### config.mk
export PLATFORM = sky130hd
export DESIGN_NAME = wtd_cmd_queue
export DESIGN_NICKNAME = d
export VERILOG_FILES = /design/src/wtd_pkg.sv /design/src/wtd_cmd_queue.sv
export SDC_FILE = /design/constraint.sdc
export NUM_CORES = 1
export LEC_CHECK = 0
export ABC_AREA = 1
export BUFFER_PORTS_ARGS = -buffer_cell sky130_fd_sc_hd__buf_2
export CAP_MARGIN = 20
export CORE_AREA = 2 2 132 134
export CTS_BUF_LIST = sky130_fd_sc_hd__clkbuf_8 sky130_fd_sc_hd__clkbuf_16
export DETAILED_ROUTE_END_ITERATION = 10
export DIE_AREA = 0 0 134 136
export GPL_ROUTABILITY_DRIVEN = 0
export PLACE_DENSITY_LB_ADDON = 0.15
export SLEW_MARGIN = 20
export SYNTH_ARGS = -nofsm -noshare
export SYNTH_HDL_FRONTEND = slang
export SYNTH_SLANG_ARGS = --single-unit
### constraint.sdc
create_clock -name clock -period 8.4 [get_ports clock]
set_clock_uncertainty 0.2 [all_clocks]
set_input_delay 1.68 -clock clock [delete_from_list [all_inputs] [get_ports clock]]
set_output_delay 1.68 -clock clock [all_outputs]
set_load 0.05 [all_outputs]
### src/wtd_pkg.sv
// Shared types, widths and codes of the wavelet transient detector.
package wtd_pkg;

   // Array sizes and field widths.
   localparam int MAX_TAPS     = 128;
   localparam int MAX_SCALES   = 16;
   localparam int SAMPLE_BITS  = 16;
   localparam int COEF_BITS    = 16;
   localparam int TAP_W        = 7;
   localparam int SCALE_W      = 4;
   localparam int COEF_ADDR_W  = SCALE_W + TAP_W;
   localparam int COEF_DEPTH   = MAX_SCALES * MAX_TAPS;
   localparam int ACTIVE_W     = 5;
   localparam int MODE_W       = 2;
   localparam int CSR_IDX_W    = 4;
   localparam int CSR_DATA_W   = 5;

   // Arithmetic widths.
   localparam int PROD_W       = SAMPLE_BITS + COEF_BITS;
   localparam int ACC_W        = PROD_W + TAP_W;
   localparam int MAG_W        = 35;
   localparam int HALF_W       = 18;
   localparam int SQ_W         = 72;
   localparam int ENERGY_W     = 42;
   localparam int SCORE_W      = 24;
   localparam int NUM_W        = ENERGY_W + 16;
   localparam int DEN_W        = ENERGY_W + 1;
   localparam int TOTAL_W      = 51;

   // Epsilon of 1e-6 in Q10.32.
   localparam logic [DEN_W-1:0] EPS_Q = DEN_W'(4295);
   localparam logic [ACTIVE_W-1:0] ACTIVE_RESET = ACTIVE_W'(1);

   // Input item modes.
   localparam logic [MODE_W-1:0] MODE_SAMPLE = 2'd0;
   localparam logic [MODE_W-1:0] MODE_LOAD   = 2'd1;
   localparam logic [MODE_W-1:0] MODE_CLEAR  = 2'd2;

   // Register indexes of the configuration port.
   localparam logic [CSR_IDX_W-1:0] CSR_ACTIVE_SCALES = 4'd0;
   localparam logic [CSR_IDX_W-1:0] CSR_REPORT_SCALE  = 4'd1;

   typedef enum logic [1:0] {
      CMD_SAMPLE,
      CMD_LOAD,
      CMD_CLEAR
   } cmd_kind_type;

   // One classified item on its way from the front to the back.
   typedef struct packed {
      cmd_kind_type                  kind;
      logic signed [SAMPLE_BITS-1:0] sample;
      logic [COEF_ADDR_W-1:0]        coef_addr;
      logic signed [COEF_BITS-1:0]   coef_real;
      logic signed [COEF_BITS-1:0]   coef_imag;
   } cmd_type;

   // Configuration as the back end sees it.
   typedef struct packed {
      logic [ACTIVE_W-1:0] count;
      logic [SCALE_W-1:0]  report;
   } cfg_type;

endpackage

### src/wtd_cmd_queue.sv
// Two-entry queue of classified items between the front and the back.
module wtd_cmd_queue (
   input  logic              clock,
   input  logic              reset,
   input  wtd_pkg::cmd_type  push_cmd,
   input  logic              push_valid,
   output logic              push_ready,
   output wtd_pkg::cmd_type  pop_cmd,
   output logic              pop_valid,
   input  logic              pop_ready
);
   import wtd_pkg::*;

   cmd_type    entry_ff [2];
   logic       wr_ff;
   logic       rd_ff;
   logic [1:0] fill_ff;
   logic       push;
   logic       pop;

   assign push_ready = (fill_ff != 2'd2);
   assign pop_valid  = (fill_ff != 2'd0);
   assign pop_cmd    = entry_ff[rd_ff];
   assign push       = push_valid & push_ready;
   assign pop        = pop_valid & pop_ready;

   always_ff @(posedge clock) begin
      if (reset) begin
         wr_ff   <= 1'b0;
         rd_ff   <= 1'b0;
         fill_ff <= '0;
      end else begin
         if (push) wr_ff <= ~wr_ff;
         if (pop) rd_ff <= ~rd_ff;
         if (push & ~pop) fill_ff <= fill_ff + 2'd1;
         else if (pop & ~push) fill_ff <= fill_ff - 2'd1;
      end
   end

   always_ff @(posedge clock) begin
      if (push) entry_ff[wr_ff] <= push_cmd;
   end

endmodule

# --- Word-level counts from Yosys, hierarchy flattened ---
# Memories as Yosys holds them, arrays and structs flattened. A register that Yosys moved wholly into a read port is not among the register bits.
# Cells that the tools add are included.
totals:
  ff_bits: 4
  mem_bits_rw: 122
  inputBits: 65
  out_inout_bits: 63
  elab_cells: 23
  mem_count: 1
classes:
  addsub: 2
  n_eq_ne: 1
  n_mux: 6
  bitwise: 8
  n_reduce_logical: 2
memory_table:
  columns: ["memory", "depth", "word_bits", "read_ports", "rd_ports_with_merged_regs", "wr", "line_no", "source"]
  rows:
  - ["entry_ff", 2, 61, 1, 1, 1, "wtd_cmd_queue.sv:14", "cmd_type entry_ff [2];"]
op_table:
  columns: ["op", "count"]
  rows:
  - ["$and 1x1->1", 4]
  - ["$mux 1", 4]
  - ["$mux 2", 2]
  - ["$not 1->1", 4]
  - ["$reduce_bool 2->1", 2]
  - ["$add 2x1->2 const B", 1]
  - ["$ne 2x2->1 const B", 1]
  - ["$sub 2x1->2 const B", 1]

# --- Depth between registers and ports, before layout ---
depth:
  ltp_word: 6
  ltp_mapped: 11
  mapped_depth_nobuf: 11

# --- Worst setup path after synthesis ---
# OpenSTA, ideal clock, no wires.
synth_path:
  path_kind: "input -> register"
  startpoint: "input port push_valid"
  endpoint: "memory entry_ff[0][0] (netlist bit), enable pin"
  setup_time_ps: 480
  t_arrival_ps: 4350
  required_ps: 7720
  slack_ps: 3370
  cell_stages: 2
  n_path_buf: 0
  path_cell_list: "nand2_1 nor2_1"
synth_via:
  elab_chain_len: 3
synth_lines:
  columns: ["element", "line_no", "source"]
  rows:
  - ["start, declared", "wtd_cmd_queue.sv:6", "input logic push_valid,"]
  - ["$and 1x1->1", "wtd_cmd_queue.sv:24", "assign push = push_valid & push_ready;"]
  - ["$mux 1", "wtd_cmd_queue.sv:41", "if (push) entry_ff[wr_ff] <= push_cmd;"]
  - ["$mux 1 (implied by the code)", "wtd_cmd_queue.sv:41", null]
  - ["end, declared", "wtd_cmd_queue.sv:14", null]
# Every way passes these cells.

==> results.json <==
{
  "via_per_inst": 4.05,
  "grt_max_degree": 62,
  "rsz0062_at_grt": "no",
  "fin_crit_ps": 4230,
  "drive_above_1_share_pct": 58.1,
  "syn-num-nets": 293,
  "num-nets-final": 435,
  "die_w_um": 134,
  "n_fill_cell": 1600,
  "drc": 0,
  "fin_util_pct": 37.5,
  "numCtsBuffers": 17,
  "start_util_pct": 29.3,
  "h-tree-depth": 4,
  "drt_iter0_drc": 109,
  "netlist_area_um2": 4950,
  "async_flop_share_pct": 0,
  "antenna_found_initial": 1,
  "ys_seq_area_share_pct": 76.1,
  "grt_use_total_pct": 10.3,
  "p_leak_nw": 2.51,
  "yosysWarnings": 0,
  "fp.dieH_um": 136,
  "firstDrtPassIters": 4,
  "synth.distinct_cells": 14,
  "clkSinkCount": 127,
  "grt.busiest_layer": "met2",
  "totalWireLength_um": 9010,
  "hold_violations": 0,
  "avgSynthCellArea_um2": 21.8,
  "clockRootBuffer": "clkbuf_16",
  "maxSlewHeadroom_pct": 41.5,
  "crit_path_max_incr_delay_ps": 760,
  "tightest_slew_ps": 878,
  "hp-class": "register to register",
  "synth.most_common_cell": "edfxtp_1",
  "period_share_pct": 50.4,
  "cp.required_ps": 6520,
  "outcome": "finished clean",
  "grt_first_pass_wirelength_um": 13600,
  "worstSetupStartpointType": "register",
  "synth_top_area_share_pct": 74.1,
  "vias": 2458,
  "dominantRegCellSynth": "edfxtp_1",
  "cts_setup_buffers": 0,
  "std_cell_rows": 48,
  "die_area_um2": 18200,
  "crit_fanout": 32,
  "cts_tree": "yes",
  "wl_per_cell_um": 14.8,
  "grt_use_met2_pct": 15.7,
  "cap_violations": 0,
  "worstSetupEndpointType": "primary output",
  "clock_latency_ps": 410,
  "synth_commonest_cells": "122 x edfxtp_1, 60 x mux2_4, 9 x nand2_1",
  "dp_slack_ps": 4500,
  "slowest_stage": "dfxtp_4",
  "max_freq_mhz": 236,
  "ant_nets": 0,
  "peakVddDrop_mv": 0.153,
  "placeableCoreArea_um2": 16900,
  "p_per_area_nw_per_um2": 352,
  "place_area_um2": 5770,
  "synthCells": 227,
  "tns_ps": 0,
  "setup_violations": 0,
  "area.growth.synth_to_final_pct": 28.0,
  "post-dp-hpwl_um": 5480,
  "synth-edff-count": 122,
  "clkTransAtPathRegs_ps": 50,
  "fin_area_um2": 6330,
  "cp_cell_sequence": "buf_4 -> mux2_4 -> buf_2",
  "met3_usage_pct": 4.92,
  "synthTopCellsByArea": "edfxtp_1 74%, mux2_4 18%, buf_12 2.4%",
  "yosys.area.top_type": "edfxtp_1",
  "clockBufferDepth": 2,
  "postCtsResizedCells": 0,
  "worst_ep_arrival_time_ps": 2350,
  "io-pin-count": 128,
  "synth-seq-cells": 127,
  "grt_pass1_vias": 2555,
  "setup_slack_ps": 4170,
  "use_met1_pct": 12.3,
  "io_buffers": 127,
  "crit_type": "register to primary output",
  "cts_hold_buf": 0,
  "slew_violations": 0,
  "n_antenna_cell": 0,
  "total_power_mw": 2.23,
  "grt-ovfl-total": 0
}
[where the power goes]
group / internal, mW / switching (mW)
Clock: 0.429 / 0.254
Combinational: 0.220 / 0.476
Sequential: 0.803 / 0.0467
[layer usage]
layer	wire length, um	vias up	share of wire, %
li1	-	1165	-
met1	3970	1189	44
met2	4250	88	47
met3	628	14	7.0
met4	142	2	1.6
met5	13	-	0.14
[state kept, by name, indices dropped and copies added (netlist names), named ones only]
signal and cells:
entry_ff 122, rd_ff 1, wr_ff 1, fill_ff 2
[kinds of logic after synthesis]
family                     count (synthesis)  synth area share [%]
adders and majority gates                  1                 0.253
and+or+nand+nor                           19                  1.54
muxes                                     61                  18.4
buffers and inverters                     15                  3.26
AOI/OAI and AO/OA                          4                 0.405
DFF                                      127                  76.1
[through the flow]
| stage | hold slack [ps] | instances |
|---|---|---|
| final | 298 | 607 |
| after floorplan | 265 | 227 |
| after global routing | 332 | 607 |
| after global placement | 281 | 575 |
| after CTS | 308 | 607 |
| after detailed placement | 295 | 575 |
[final timing paths]
path	startpoint	end	slack (ps)	cells after the start
setup reg to reg	fill_ff[0]	entry_ff[0][30]	5960	5
setup / recovery	register	pop_cmd[47]	4170	3
hold / removal	rd_ff	rd_ff	300	2
hold reg to reg	rd_ff	rd_ff	300	2
[worst max-delay path: cells and delay by family (launching register included)]
kind / cells / cell delay, ps
buf+inv: 2 / 810
flops: 1 / 760
mux: 1 / 350
[final cells by class]
| cell class | count | area, um^2 | area share (%) |
|---|---|---|---|
| clock buffers | 17 | 425 | 6.72 |
| clock inverters | 15 | 130 | 2.06 |
| inverters | 8 | 30.0 | 0.474 |
| multi-input cells | 85 | 1040 | 16.4 |
| flip-flops and latches | 127 | 3770 | 59.5 |
| well taps | 225 | 282 | 4.45 |
| repair buffers | 130 | 658 | 10.4 |
[layout by cell type (no fill, tap or decap), types with 3 or more instances in the layout]
| cell | n |
|---|---|
| buf_2 | 127 |
| edfxtp_1 | 122 |
| mux2_4 | 60 |
| clkbuf_16 | 17 |
| inv_1 | 10 |
| nand2_1 | 9 |
| clkinv_2 | 6 |
| nor2_1 | 5 |
| dfxtp_1 | 4 |
| buf_4 | 3 |
No activity file was read; power rests on OpenSTA's default activity.
