## src/wtd_pkg.sv

```systemverilog
// Shared types, widths and codes of the wavelet transient detector.
package wtd_pkg;

   // Array sizes and field widths.
   localparam int MAX_TAPS     = 128;
   localparam int MAX_SCALES   = 16;
   localparam int SAMPLE_BITS  = 16;
   localparam int COEF_BITS    = 16;
   localparam int TAP_W        = 7;
   localparam int SCALE_W      = 4;
   localparam int COEF_ADDR_W  = SCALE_W + TAP_W;
   localparam int COEF_DEPTH   = MAX_SCALES * MAX_TAPS;
   localparam int ACTIVE_W     = 5;
   localparam int MODE_W       = 2;
   localparam int CSR_IDX_W    = 4;
   localparam int CSR_DATA_W   = 5;

   // Arithmetic widths.
   localparam int PROD_W       = SAMPLE_BITS + COEF_BITS;
   localparam int ACC_W        = PROD_W + TAP_W;
   localparam int MAG_W        = 35;
   localparam int HALF_W       = 18;
   localparam int SQ_W         = 72;
   localparam int ENERGY_W     = 42;
   localparam int SCORE_W      = 24;
   localparam int NUM_W        = ENERGY_W + 16;
   localparam int DEN_W        = ENERGY_W + 1;
   localparam int TOTAL_W      = 51;

   // Epsilon of 1e-6 in Q10.32.
   localparam logic [DEN_W-1:0] EPS_Q = DEN_W'(4295);
   localparam logic [ACTIVE_W-1:0] ACTIVE_RESET = ACTIVE_W'(1);

   // Input item modes.
   localparam logic [MODE_W-1:0] MODE_SAMPLE = 2'd0;
   localparam logic [MODE_W-1:0] MODE_LOAD   = 2'd1;
   localparam logic [MODE_W-1:0] MODE_CLEAR  = 2'd2;

   // Register indexes of the configuration port.
   localparam logic [CSR_IDX_W-1:0] CSR_ACTIVE_SCALES = 4'd0;
   localparam logic [CSR_IDX_W-1:0] CSR_REPORT_SCALE  = 4'd1;

   typedef enum logic [1:0] {
      CMD_SAMPLE,
      CMD_LOAD,
      CMD_CLEAR
   } cmd_kind_type;

   // One classified item on its way from the front to the back.
   typedef struct packed {
      cmd_kind_type                  kind;
      logic signed [SAMPLE_BITS-1:0] sample;
      logic [COEF_ADDR_W-1:0]        coef_addr;
      logic signed [COEF_BITS-1:0]   coef_real;
      logic signed [COEF_BITS-1:0]   coef_imag;
   } cmd_type;

   // Configuration as the back end sees it.
   typedef struct packed {
      logic [ACTIVE_W-1:0] count;
      logic [SCALE_W-1:0]  report;
   } cfg_type;

endpackage

```

## src/wtd_ifs.sv

```systemverilog
// Channel interfaces of the wavelet transient detector.
interface wtd_req_if;
   logic                                   valid;
   logic                                   ready;
   logic [wtd_pkg::MODE_W-1:0]             mode;
   logic signed [wtd_pkg::SAMPLE_BITS-1:0] sample;
   logic [wtd_pkg::SCALE_W-1:0]            scale_index;
   logic [wtd_pkg::TAP_W-1:0]              tap_index;
   logic signed [wtd_pkg::COEF_BITS-1:0]   coef_real;
   logic signed [wtd_pkg::COEF_BITS-1:0]   coef_imag;

   modport source (output valid, mode, sample, scale_index, tap_index, coef_real,
                   coef_imag, input ready);
   modport sink (input valid, mode, sample, scale_index, tap_index, coef_real,
                 coef_imag, output ready);
endinterface


interface wtd_csr_if;
   logic                              valid;
   logic                              ready;
   logic [wtd_pkg::CSR_IDX_W-1:0]     index;
   logic [wtd_pkg::CSR_DATA_W-1:0]    data;

   modport source (output valid, index, data, input ready);
   modport sink (input valid, index, data, output ready);
endinterface

```

## src/wtd_front.sv

```systemverilog
// Front end: configuration registers and classification of input items.
module wtd_front (
   input  logic              clock,
   input  logic              reset,
   wtd_req_if.sink           req,
   wtd_csr_if.sink           csr,
   input  logic              clearing,
   output wtd_pkg::cmd_type  push_cmd,
   output logic              push_valid,
   input  logic              push_ready,
   output wtd_pkg::cfg_type  cfg
);
   import wtd_pkg::*;

   logic [ACTIVE_W-1:0] active_ff;
   logic [SCALE_W-1:0]  report_ff;
   logic                is_cmd;

   // Register writes are always taken.
   assign csr.ready = 1'b1;

   always_ff @(posedge clock) begin
      if (reset) begin
         active_ff <= ACTIVE_RESET;
         report_ff <= '0;
      end else if (csr.valid) begin
         case (csr.index)
            CSR_ACTIVE_SCALES: active_ff <= csr.data;
            CSR_REPORT_SCALE:  report_ff <= csr.data[SCALE_W-1:0];
            default: ;
         endcase
      end
   end

   // The scale count is clamped to the size of the bank.
   assign cfg.count  = (active_ff > ACTIVE_W'(MAX_SCALES)) ? ACTIVE_W'(MAX_SCALES) : active_ff;
   assign cfg.report = report_ff;

   // Decode the mode; an unused mode is accepted and dropped.
   always_comb begin
      push_cmd.kind      = CMD_SAMPLE;
      is_cmd             = 1'b1;
      case (req.mode)
         MODE_SAMPLE: push_cmd.kind = CMD_SAMPLE;
         MODE_LOAD:   push_cmd.kind = CMD_LOAD;
         MODE_CLEAR:  push_cmd.kind = CMD_CLEAR;
         default:     is_cmd = 1'b0;
      endcase
      push_cmd.sample    = req.sample;
      push_cmd.coef_addr = {req.scale_index, req.tap_index};
      push_cmd.coef_real = req.coef_real;
      push_cmd.coef_imag = req.coef_imag;
   end

   assign req.ready  = push_ready & ~clearing;
   assign push_valid = req.valid & ~clearing & is_cmd;

endmodule

```

## src/flat_wrapper.sv

```systemverilog
// flat-port wrapper written by rule: the top's interface ports become plain ports
module wtd_front_flat import wtd_pkg::*;
  (clock, reset, clearing, push_cmd, push_valid, push_ready, cfg, req_valid, req_mode, req_sample, req_scale_index, req_tap_index, req_coef_real, req_coef_imag, req_ready, csr_valid, csr_index, csr_data, csr_ready);
  wtd_req_if req_i ();
  wtd_csr_if csr_i ();
  input  logic clock;
  input  logic reset;
  input  logic clearing;
  output wtd_pkg::cmd_type push_cmd;
  output logic push_valid;
  input  logic push_ready;
  output wtd_pkg::cfg_type cfg;
  input wire logic [$bits(req_i.valid)-1:0] req_valid;
  input wire logic [$bits(req_i.mode)-1:0] req_mode;
  input wire logic [$bits(req_i.sample)-1:0] req_sample;
  input wire logic [$bits(req_i.scale_index)-1:0] req_scale_index;
  input wire logic [$bits(req_i.tap_index)-1:0] req_tap_index;
  input wire logic [$bits(req_i.coef_real)-1:0] req_coef_real;
  input wire logic [$bits(req_i.coef_imag)-1:0] req_coef_imag;
  output wire logic [$bits(req_i.ready)-1:0] req_ready;
  input wire logic [$bits(csr_i.valid)-1:0] csr_valid;
  input wire logic [$bits(csr_i.index)-1:0] csr_index;
  input wire logic [$bits(csr_i.data)-1:0] csr_data;
  output wire logic [$bits(csr_i.ready)-1:0] csr_ready;
  assign req_i.valid = req_valid;
  assign req_i.mode = req_mode;
  assign req_i.sample = req_sample;
  assign req_i.scale_index = req_scale_index;
  assign req_i.tap_index = req_tap_index;
  assign req_i.coef_real = req_coef_real;
  assign req_i.coef_imag = req_coef_imag;
  assign req_ready = req_i.ready;
  assign csr_i.valid = csr_valid;
  assign csr_i.index = csr_index;
  assign csr_i.data = csr_data;
  assign csr_ready = csr_i.ready;
  wtd_front u_core (.clock(clock), .reset(reset), .req(req_i), .csr(csr_i), .clearing(clearing), .push_cmd(push_cmd), .push_valid(push_valid), .push_ready(push_ready), .cfg(cfg));
endmodule
```

## config.mk

```make
export PLATFORM = sky130hd
export DESIGN_NAME = wtd_front_flat
export DESIGN_NICKNAME = d
export VERILOG_FILES = /design/src/wtd_pkg.sv /design/src/wtd_ifs.sv /design/src/wtd_front.sv /design/src/flat_wrapper.sv
export SDC_FILE = /design/constraint.sdc
export NUM_CORES = 1
export LEC_CHECK = 0
export BUFFER_PORTS_ARGS = -buffer_cell sky130_fd_sc_hd__buf_2
export CAP_MARGIN = 20
export CORE_AREA = 2 2 58 60
export DETAILED_ROUTE_END_ITERATION = 6
export DIE_AREA = 0 0 60 62
export GPL_ROUTABILITY_DRIVEN = 0
export PLACE_DENSITY = 0.92
export SYNTH_ARGS = -nofsm -noshare
export SYNTH_HDL_FRONTEND = slang
export SYNTH_SLANG_ARGS = --single-unit
```

## constraint.sdc

```tcl
create_clock -name clock -period 1.5 [get_ports clock]
set_input_delay 0 -clock clock [delete_from_list [all_inputs] [get_ports clock]]
set_output_delay 0 -clock clock [all_outputs]
set_load 0.03 [all_outputs]
```

## Yosys cells after proc, flatten, opt, wreduce, memory -nomap -nowiden

Cells that the tools add are included.

| storage, ports and cells | value |
|---|---|
| register bits | 9 |
| bits of input ports | 76 |
| output and inout bits | 73 |
| word-level logic and storage cells | 18 |

| cells by class | value |
|---|---|
| order comparisons | 1 |
| equality and inequality tests | 3 |
| multiplexer cells | 3 |
| bitwise logic cells | 4 |
| reductions and logical operators | 5 |

Operators by type and width:

| operator | count |
|---|---|
| $gt 5x5->1 const B | 1 |
| $mux 5 | 1 |
| $eq 4x1->1 const B | 1 |
| $logic_not 4->1 | 1 |
| $pmux 2 s2 | 1 |
| $reduce_and 2->1 | 2 |
| $and 1x1->1 | 3 |
| $reduce_or 3->1 | 1 |
| $eq 2x1->1 const B | 1 |
| $eq 2x2->1 const B | 1 |
| $logic_not 2->1 | 1 |
| $mux 1 | 1 |
| $not 1->1 | 1 |

## Depth between registers and ports, before layout

Gate-level depths: netlist (run 1).

| logic depth | value |
|---|---|
| depth in word-level cells | 4 |
| depth in mapped cells | 4 |

## Worst setup path before layout (run 1)

OpenSTA, ideal clock, no wires.

| timing path | value |
|---|---|
| kind | in2reg |
| start point | in csr_index[1] |
| end point | reg u_core.active_ff[0] |
| library setup time | 0.072 ns |
| arrival time | 0.727 ns |
| slack | 0.701 ns |
| stages on the path | 4 |
| buffers on the path | 1 |
| cells stage by stage | nor4b_4 -> and2b_1 -> buf_6 -> mux2i_1 |

| between the ends | value |
|---|---|
| cells in the longest elaborated chain, start to end | 2 |

Ends and longest elaborated chain:

| element | RTL line | text |
|---|---|---|
| start, declared | flat_wrapper.sv:22 | `input wire logic [$bits(csr_i.index)-1:0] csr_index;` |
| $logic_not 4->1 | wtd_front.sv:27 | `case (csr.index)` |
| $reduce_and 2->1 (no line) | n/a |  |
| end signal, assigned | wtd_front.sv:28 | `CSR_ACTIVE_SCALES: active_ff <= csr.data;` |
| end, declared | wtd_front.sv:15 | `logic [ACTIVE_W-1:0] active_ff;` |

No other way between the ends.
A chain may end at the register's enable or synchronous reset.

==> results of run 1 <==
==> state kept, by name, summed over array words and instances (netlist names) <==
signal,count
u_core.report_ff,4
u_core.active_ff,5
==> metal layers <==
metal	part of all wire (%)	track usage, %	vias up
met4	7.1	10.8	0
li1	-	-	221
met1	33	7.35	203
met3	15	3.52	20
met5	0	0	-
met2	45	12.6	43
==> logic make-up (layout without fill, tap and decap cells) <==
| family | after synthesis | count (layout) | synth area share (%) |
|---|---|---|---|
| compound gates | 2 | 2 | 1.35 |
| flops | 9 | 9 | 19.4 |
| other cells | 1 | 1 | 0.404 |
| buf+inv | 64 | 35 | 51.0 |
| simple gates | 26 | 26 | 19.2 |
| mux | 8 | 8 | 8.64 |
==> synthesized netlist by cell type <==
cell type  instances  area share (%)
nor4b_4            1             2.6
dfxtp_1            9              19
conb_1             1            0.40
buf_6              1             1.2
a211oi_1           1            0.81
mux2i_1            8             8.6
and2b_1            1            0.81
nor2_1             2            0.81
inv_1              1            0.40
buf_4             60              49
o21ai_0            1            0.54
and2_2             1            0.81
clkbuf_1           2            0.81
nand4b_1           1            0.94
nand2_1            1            0.40
nor2b_1            7             4.7
nand2b_1          12             8.1
==> cell type report <==
class	instances	share of cell area [%]
Multi-Input combinational cell	37	39.3
Clock buffer	4	3.77
Timing Repair Buffer	30	22.3
Tap cell	46	8.26
Inverter	1	0.539
Sequential cell	9	25.9
==> power breakdown <==
| group | total (mW) | switching (mW) | internal (mW) | leakage, nW |
|---|---|---|---|---|
| registers | 0.244 | 0.00195 | 0.242 | 0.0727 |
| clock network | 0.189 | 0.0861 | 0.103 | 0.0150 |
| logic | 0.0861 | 0.0478 | 0.0383 | 0.238 |
| total | 0.519 | 0.136 | 0.383 | 0.325 |
==> worst max path at each step <==
stage	from	endpoint	slack (ps)	cells after the start
floorplan	csr_index[1]	u_core.active_ff[0]	700	4
CTS	u_core.active_ff[4]	cfg[4]	520	2
finish	u_core.active_ff[4]	cfg[4]	550	2
global placement	csr_index[1]	u_core.active_ff[2]	460	4
global route	u_core.active_ff[4]	cfg[5]	460	2
detailed placement	csr_index[1]	u_core.active_ff[0]	400	4
==> repair_timing <==
action / in CTS / in global routing
setup endpoints to repair: 0 / 0
endpoints found under the hold margin: 1 / 0
hold buffers: 1 / 0
==> results.tsv, run 1 <==
stage	metric	value	unit
final_layout	multi-input logic area	274	sq um
logic_synthesis	Syn Area/Cell	8.43	sq um
timing	post-route clock skew	0	ps
placement	Post-Place Cells	122	
route	Avg Vias per Cell	3.83	
global_route	first-pass GRT wire length	2240	microns
setup_path	crit start category	flip-flop	
route	Routed Antenna Nets	0	
min_path	hold endpoint	push_cmd[0]	
final_layout	ant diodes	0	
timing	max-slew violations	0	
timing	final hold viol count	0	
pwr	Worst VDD drop	0.000299	V
logic_synthesis	fraction of the yosys area taken by sequential cells	19.4	%
pwr	total chip power	0.519	mW
final_layout	Register Area	180	sq um
clock_network	post-CTS setup buffers	0	
final_layout	final core utilization	21.9	%
setup_path	Buf+Inv Stages, Crit Path	1	
clock_network	H-Tree Depth	1	
setup_path	Worst EP arrival	950	ps
floorplan	Initial Util	29.2	%
global_route	gr ovfl total	0	
setup_path	critical path cell sequence	nor2b_1 -> buf_2	
flow_run	Max Cap Viol	0	
clock_network	CTS tree	built	
setup_path	reg2reg end	u_core.active_ff[4]	
floorplan	Placeable Area	3180	sq um
setup_path	r2r worst-path depth	2	
timing	post-route clock period utilization	63.2	%
placement	placed instance area	661	sq um
final_layout	commonest non-fill, non-tap cell in the layout	buf_2	
timing	final worst-path setup slack	552	ps
min_path	Worst Hold Class	in2out	
final_layout	design area	697	sq um
clock_network	CTS resizes	0	
clock_network	number of buffers created by CTS	3	
setup_path	Slowest Stage Delay on Critical Path	360	ps
timing	fin crit period	948	ps
clock_network	root buf cell	clkbuf_4	
placement	HPWL after DPL	1280	microns
setup_path	CP max FO	6	
logic_synthesis	Net Count, Synth	186	
setup_path	CP max stage cell	dfxtp_1	
timing	Fmax	1.06	GHz
logic_synthesis	Mapped Area	927	sq um
floorplan	io pins	149	
final_layout	area delta synth->final	-24.8	%
global_route	global-route usage over all layers	8.25	%
run_status	outcome	complete, no violations	
floorplan	die area	3720	sq um
logic_synthesis	cell count after synthesis	110	
route	overall routed net length	1570	microns
placement	port bufs	29	
clock_network	Clk pin slew, worst setup/hold paths	60	ps
setup_path	Largest delay share family, worst path	flip-flops	
final_layout	layout cells sized above 1	42.0	%
timing	endpoints failing setup	0	
final_layout	Layout fillers	368	
route	routed via count	487	
final_layout	non-filler instance count after layout	127	
final_layout	final net count	158	
global_route	initial antenna violation count	0	
placement	Place WS	399	ps
route	post-DR wirelength/cell	12.3	microns
route	drt drc	0	
clock_network	# clock sinks	9	
route	Pre-antenna DRT Iters	4	
logic_synthesis	Distinct cells, synth	17	
setup_path	CP endpoint kind	output port	
global_route	largest net degree at the start of global routing	16	
timing	hold slack	0.0132	ps
global_route	number of global-route vias before repair	489	
min_path	min-delay src	req_coef_imag[0]	
timing	Setup TNS Final	0	ps
route	initial DRC count	3	
logic_synthesis	synth warn	0	
floorplan	die height	62	microns
setup_path	Worst Path Required	1500	ps
clock_network	clk_lat worst skew	260	ps
setup_path	FF-to-FF setup slack	830	ps
floorplan	row count	21	
pwr	Power Dens Cells	744	nW/um^2
logic_synthesis	post-synthesis register bit count	9	
pwr	leakage	0.325	nW
final_layout	commonest non-fill, non-tap cells in the layout	buf_2, nand2b_1, dfxtp_1	
setup_path	kind of critical path	reg2out	
min_path	hold depth	0	
clock_network	Max Buffers Root-to-Sink	2	
timing	RSZ-0062 raised after global routing	no	
floorplan	Die W	60	microns
setup_path	RR Startpoint	u_core.active_ff[4]	
No activity file was read; power rests on OpenSTA's default activity.
==> run 2: changes to the inputs <==
--- a/config.mk
+++ b/config.mk
@@ -7,11 +7,10 @@
 export LEC_CHECK = 0
 export BUFFER_PORTS_ARGS = -buffer_cell sky130_fd_sc_hd__buf_2
 export CAP_MARGIN = 20
-export CORE_AREA = 2 2 58 60
+export CORE_UTILIZATION = 28
 export DETAILED_ROUTE_END_ITERATION = 6
-export DIE_AREA = 0 0 60 62
 export GPL_ROUTABILITY_DRIVEN = 0
-export PLACE_DENSITY = 0.92
+export PLACE_DENSITY = 0.87
 export SYNTH_ARGS = -nofsm -noshare
 export SYNTH_HDL_FRONTEND = slang
 export SYNTH_SLANG_ARGS = --single-unit
==> constraint.sdc (replaced) <==
create_clock -name clock -period 0.94 [get_ports clock]
set_input_delay 0 -clock clock [delete_from_list [all_inputs] [get_ports clock]]
set_output_delay 0 -clock clock [all_outputs]
set_load 0.03 [all_outputs]
==> results.tsv, run 2 (same netlist as run 1, synthesis figures left out) <==
stage	metric	value	unit
clock_network	root buf cell	clkbuf_4	
global_route	first-pass GRT wire length	1950	microns
floorplan	Placeable Area	3100	sq um
clock_network	# clock sinks	9	
timing	Fmax	1.11	GHz
final_layout	Regs by FF count	u_core.active_ff: 5 flops, u_core.report_ff: 4 flops	
global_route	met2 Track Usage GR	8.51	%
setup_path	CP endpoint kind	output port	
route	post-DR wirelength/cell	10.3	microns
final_layout	commonest non-fill, non-tap cells in the layout	buf_2, nand2b_1, mux2i_1	
route	Routed Antenna Nets	0	
final_layout	design area	714	sq um
setup_path	crit start category	flip-flop	
final_layout	area delta synth->final	-22.9	%
timing	RSZ-0062 raised after global routing	yes	
setup_path	Worst Path Required	940	ps
floorplan	Initial Util	29.9	%
route	Avg Vias per Cell	3.64	
pwr	Worst VDD drop	0.000614	V
final_layout	Largest register FFs	5	
min_path	Worst Hold Class	in2out	
route	initial DRC count	3	
final_layout	ant diodes	0	
flow_run	Max Cap Viol	0	
clock_network	H-Tree Depth	1	
clock_network	Clk pin slew, worst setup/hold paths	60	ps
clock_network	post-CTS setup buffers	0	
timing	post-route clock period utilization	95.9	%
timing	fin crit period	901	ps
timing	post-route clock skew	0	ps
floorplan	die height	59.5	microns
route	drt drc	0	
global_route	Global Route met1 Usage	9.21	%
route	overall routed net length	1300	microns
floorplan	io pins	149	
timing	final hold viol count	0	
floorplan	Die W	59.5	microns
route	Pre-antenna DRT Iters	4	
global_route	initial antenna violation count	0	
placement	HPWL after DPL	1030	microns
pwr	leakage	0.333	nW
global_route	GR Util met3	5.24	%
global_route	number of global-route vias before repair	420	
clock_network	clk_lat worst skew	260	ps
clock_network	number of buffers created by CTS	3	
pwr	total chip power	0.822	mW
final_layout	final net count	159	
final_layout	layout cells sized above 1	45.1	%
global_route	largest net degree at the start of global routing	16	
setup_path	kind of critical path	reg2out	
setup_path	CP max FO	6	
clock_network	CTS tree	built	
global_route	busiest grt layer	met1	
global_route	gr ovfl total	0	
timing	endpoints failing setup	0	
route	routed via count	459	
global_route	global-route usage over all layers	7.57	%
timing	max-slew violations	0	
floorplan	row count	20	
clock_network	Max Buffers Root-to-Sink	2	
setup_path	Worst EP arrival	900	ps
floorplan	die area	3550	sq um
run_status	outcome	complete, no violations	
final_layout	commonest non-fill, non-tap cell in the layout	buf_2	
placement	placed instance area	666	sq um
pwr	Power Dens Cells	1150	nW/um^2
placement	port bufs	29	
final_layout	Reg with most FFs	u_core.active_ff	
==> run 2: cell count changes in the layout (fill, tap and decap cells not counted), sizes merged <==
cell	delta
buf	+1
==> run 2: cell type report <==
| type | count | area, sq um |
|---|---|---|
| well taps | 44 | 55.1 |
| flip-flops and latches | 9 | 183 |
| repair buffers | 31 | 173 |
| multi-input cells | 37 | 274 |
| fillers | 374 | 2390 |
| inverters | 1 | 3.75 |
| clock buffers | 4 | 26.3 |
==> run 2: metrics by stage <==
stage / TNS (ps) / cells / utilization (%) / setup WS, ps / hold WS (ps)
global route: -59.7 / 126 / 23.0 / -23.3 / 0.0434
global placement: -191 / 121 / 21.5 / -43.4 / 0.205
detailed placement: -260 / 121 / 21.5 / -57.8 / 0.205
floorplan: 0 / 110 / - / 141 / 110
finish: 0 / 126 / 23.0 / 38.5 / 0.0116
CTS: 0 / 126 / 22.9 / 5.61 / 0.205
==> run 2: timing repair <==
item	in CTS	in global routing
gates resized for setup	4	3
hold endpoints to repair	1	0
endpoints found under the setup margin	5	4
hold buffers	1	0
==> run 2: path summary, 6_finish.rpt <==
kind	startpoint	to	slack, ps	cells past startpoint
max	u_core.active_ff[4]	cfg[5]	40	2
max reg2reg	u_core.active_ff[4]	u_core.active_ff[4]	330	2
min	req_coef_real[1]	push_cmd[17]	0.01	0
min reg2reg	u_core.active_ff[2]	u_core.active_ff[2]	470	2
==> run 2: per-layer routing <==
layer / vias up / part of all wire, % / wire [microns]
li1: 223 / - / -
met1: 192 / 46 / 590
met2: 34 / 38 / 494
met3: 10 / 14 / 176
met4: 0 / 2.8 / 36
met5: - / 0 / 0
==> run 2: critical path, stage by stage (launching register included) <==
cell and delay, ps:
dfxtp_2 350, nor2b_1 120, buf_4 170
==> run 2: power breakdown <==
part           internal, mW  leakage, nW  switching, mW  total, mW
Sequential            0.387       0.0737        0.00279      0.389
Combinational        0.0640        0.245         0.0762      0.140
Clock                 0.163       0.0150          0.130      0.293
==> run 3: changes to the inputs <==
--- a/config.mk
+++ b/config.mk
@@ -5,12 +5,13 @@
 export SDC_FILE = /design/constraint.sdc
 export NUM_CORES = 1
 export LEC_CHECK = 0
+export ABC_AREA = 1
 export BUFFER_PORTS_ARGS = -buffer_cell sky130_fd_sc_hd__buf_2
 export CAP_MARGIN = 20
-export CORE_UTILIZATION = 28
+export CORE_UTILIZATION = 30
 export DETAILED_ROUTE_END_ITERATION = 6
 export GPL_ROUTABILITY_DRIVEN = 0
-export PLACE_DENSITY = 0.87
+export PLACE_DENSITY = 0.89
 export SYNTH_ARGS = -nofsm -noshare
 export SYNTH_HDL_FRONTEND = slang
 export SYNTH_SLANG_ARGS = --single-unit
==> results.tsv, run 3 <==
stage	metric	value	unit
route	Routed Antenna Nets	0	
route	routed via count	676	
global_route	first-pass GRT wire length	2790	microns
setup_path	crit start category	flip-flop	
placement	Post-Place Cells	158	
timing	Fmax	0.929	GHz
timing	final hold viol count	0	
floorplan	die area	3550	sq um
clock_network	Clk pin slew, worst setup/hold paths	60	ps
timing	post-route clock skew	0	ps
final_layout	Regs by FF count	u_core.active_ff: 5 flops, u_core.report_ff: 4 flops	
timing	max-slew violations	0	
logic_synthesis	synth cell count leaders	buf_4, inv_1, nor2_1, nand2_1	
floorplan	die height	59.6	microns
logic_synthesis	mux cell area share after synthesis	0	%
clock_network	CTS tree	built	
timing	final worst-path setup slack	-136	ps
clock_network	H-Tree Depth	1	
global_route	number of global-route vias before repair	617	
floorplan	Die W	59.6	microns
logic_synthesis	ys async rst share	0	%
route	initial DRC count	16	
min_path	Worst Hold Class	in2out	
run_status	outcome	complete, but fails checks	
logic_synthesis	Synth area leader	buf_4	
logic_synthesis	Post-synth EDFFs	0	
logic_synthesis	XOR/XNOR share of the synthesized area	0	%
setup_path	kind of critical path	reg2out	
logic_synthesis	Top FF cell, synth	dfxtp_1	
logic_synthesis	synth warn	0	
setup_path	CP max FO	3	
clock_network	Max Buffers Root-to-Sink	2	
placement	HPWL after DPL	1470	microns
clock_network	CTS Hold Bufs	0	
clock_network	clk_lat worst skew	260	ps
timing	fin crit period	1080	ps
setup_path	Worst EP arrival	1080	ps
timing	hold slack	0.0116	ps
floorplan	Initial Util	32.1	%
final_layout	non-filler instance count after layout	163	
setup_path	CP endpoint kind	output port	
route	Avg Vias per Cell	4.15	
clock_network	number of buffers created by CTS	3	
logic_synthesis	fraction of the yosys area taken by sequential cells	18.1	%
logic_synthesis	post-synthesis compound-gate area fraction	1.13	%
logic_synthesis	Post-Synth Simple-Gate Area	25.8	%
timing	post-route clock period utilization	115	%
clock_network	# clock sinks	9	
route	overall routed net length	1850	microns
pwr	leakage	0.436	nW
floorplan	io pins	149	
pwr	total chip power	0.903	mW
run_status	failing checks	setup timing	
final_layout	commonest non-fill, non-tap cells in the layout	buf_2, inv_1, nor2_1	
clock_network	root buf cell	clkbuf_4	
route	post-DR wirelength/cell	11.3	microns
logic_synthesis	Mapped Area	996	sq um
flow_run	Max Cap Viol	0	
global_route	initial antenna violation count	0	
route	Pre-antenna DRT Iters	4	
final_layout	Layout fillers	369	
pwr	Power Dens Cells	1100	nW/um^2
final_layout	Reg with most FFs	u_core.active_ff	
global_route	global-route usage over all layers	10.9	%
setup_path	Worst Path Required	940	ps
logic_synthesis	post-synthesis register bit count	9	
logic_synthesis	Net Count, Synth	222	
logic_synthesis	Syn Area/Cell	6.82	sq um
route	drt drc	0	
final_layout	area delta synth->final	-17.3	%
logic_synthesis	Distinct cells, synth	17	
floorplan	row count	20	
final_layout	final net count	196	
logic_synthesis	largest cells by area after synthesis	buf_4, dfxtp_1, inv_1	
global_route	largest net degree at the start of global routing	10	
final_layout	layout cells sized above 1	42.9	%
logic_synthesis	most numerous cell in the Yosys netlist	buf_4	
timing	endpoints failing setup	3	
logic_synthesis	post-synthesis adder-cell area fraction	0	%
placement	port bufs	29	
final_layout	ant diodes	0	
floorplan	Placeable Area	3100	sq um
logic_synthesis	main combinational cell family by area after synthesis	buffers and inverters	
global_route	gr ovfl total	0	
logic_synthesis	cell count after synthesis	146	
final_layout	commonest non-fill, non-tap cell in the layout	buf_2	
final_layout	Largest register FFs	5	
pwr	Worst VDD drop	0.000590	V
logic_synthesis	area share of the largest cell type after synthesis	45.2	%
timing	RSZ-0062 raised after global routing	yes	
setup_path	FF-to-FF setup slack	240	ps
## run 3: cell types whose count changed after synthesis, moves of 2 or more
cell and change:
nor2_4 +2, mux2i_1 -8, nor2_1 +16, nor2b_1 -7, nand4_1 +9, nand2_1 +14
nand2b_1 -12, inv_1 +18, nor2_2 +5
## run 3: area by class of cell
| cell class | instances | area [sq um] | share of cell area [%] |
|---|---|---|---|
| clock buffers | 4 | 26.3 | 3.19 |
| inverters | 21 | 78.8 | 9.57 |
| multi-input cells | 54 | 297 | 36.0 |
| flip-flops and latches | 9 | 184 | 22.3 |
| well taps | 44 | 55.1 | 6.69 |
| repair buffers | 31 | 183 | 22.2 |
## run 3: power by group
group / switching (mW) / leakage, nW / internal, mW
Clock: 0.134 / 0.0150 / 0.164
Sequential: 0.00491 / 0.0734 / 0.390
Combinational: 0.134 / 0.347 / 0.0765
## run 3: path summary, 6_finish.rpt
check                           start                  end  cells after the start
setup / recovery  u_core.active_ff[1]               cfg[6]                      4
hold / removal          req_sample[7]         push_cmd[50]                      0
setup reg to reg  u_core.active_ff[4]  u_core.active_ff[4]                      4
hold reg to reg   u_core.report_ff[2]  u_core.report_ff[2]                      2
## run 3: worst max-delay path, stage by stage (launching register included)
cell and delay [ps]:
dfxtp_2 330, nor2_4 120, a31oi_4 100, nor2_1 100
buf_4 160
## run 3: through the flow
| step | worst slack (ps) | cell area [sq um] | TNS, ps | util (%) |
|---|---|---|---|---|
| 2_1_floorplan | 27.0 | 996 | 0 | - |
| 4_1_cts | -150 | 805 | -415 | 25.9 |
| 5_1_grt | -203 | 823 | -599 | 26.5 |
| 6_report | -136 | 823 | -389 | 26.5 |
| 3_5_place_dp | 72.3 | 751 | 0 | 24.2 |
| 3_3_place_gp | 110 | 751 | 0 | 24.2 |
## run 3: logic make-up after synthesis
family	Yosys count
AOI/OAI and AO/OA	2
and+or+nand+nor	51
other	1
DFF	9
buffers and inverters	83
## run 3: repair_timing
item                       in CTS  in global routing
cloned                          0                  0
setup endpoints to repair       3                  4
pin swaps                       3                  1
buffers inserted                1                  0
hold endpoints to repair        0                  0
gates resized for setup         9                  6
## run 3: metal layers
| layer | share of wire (%) | track usage, % |
|---|---|---|
| met1 | 37 | 11.0 |
| met4 | 4.3 | 7.31 |
| met5 | 0 | 0 |
| met2 | 43 | 14.6 |
| met3 | 16 | 9.39 |
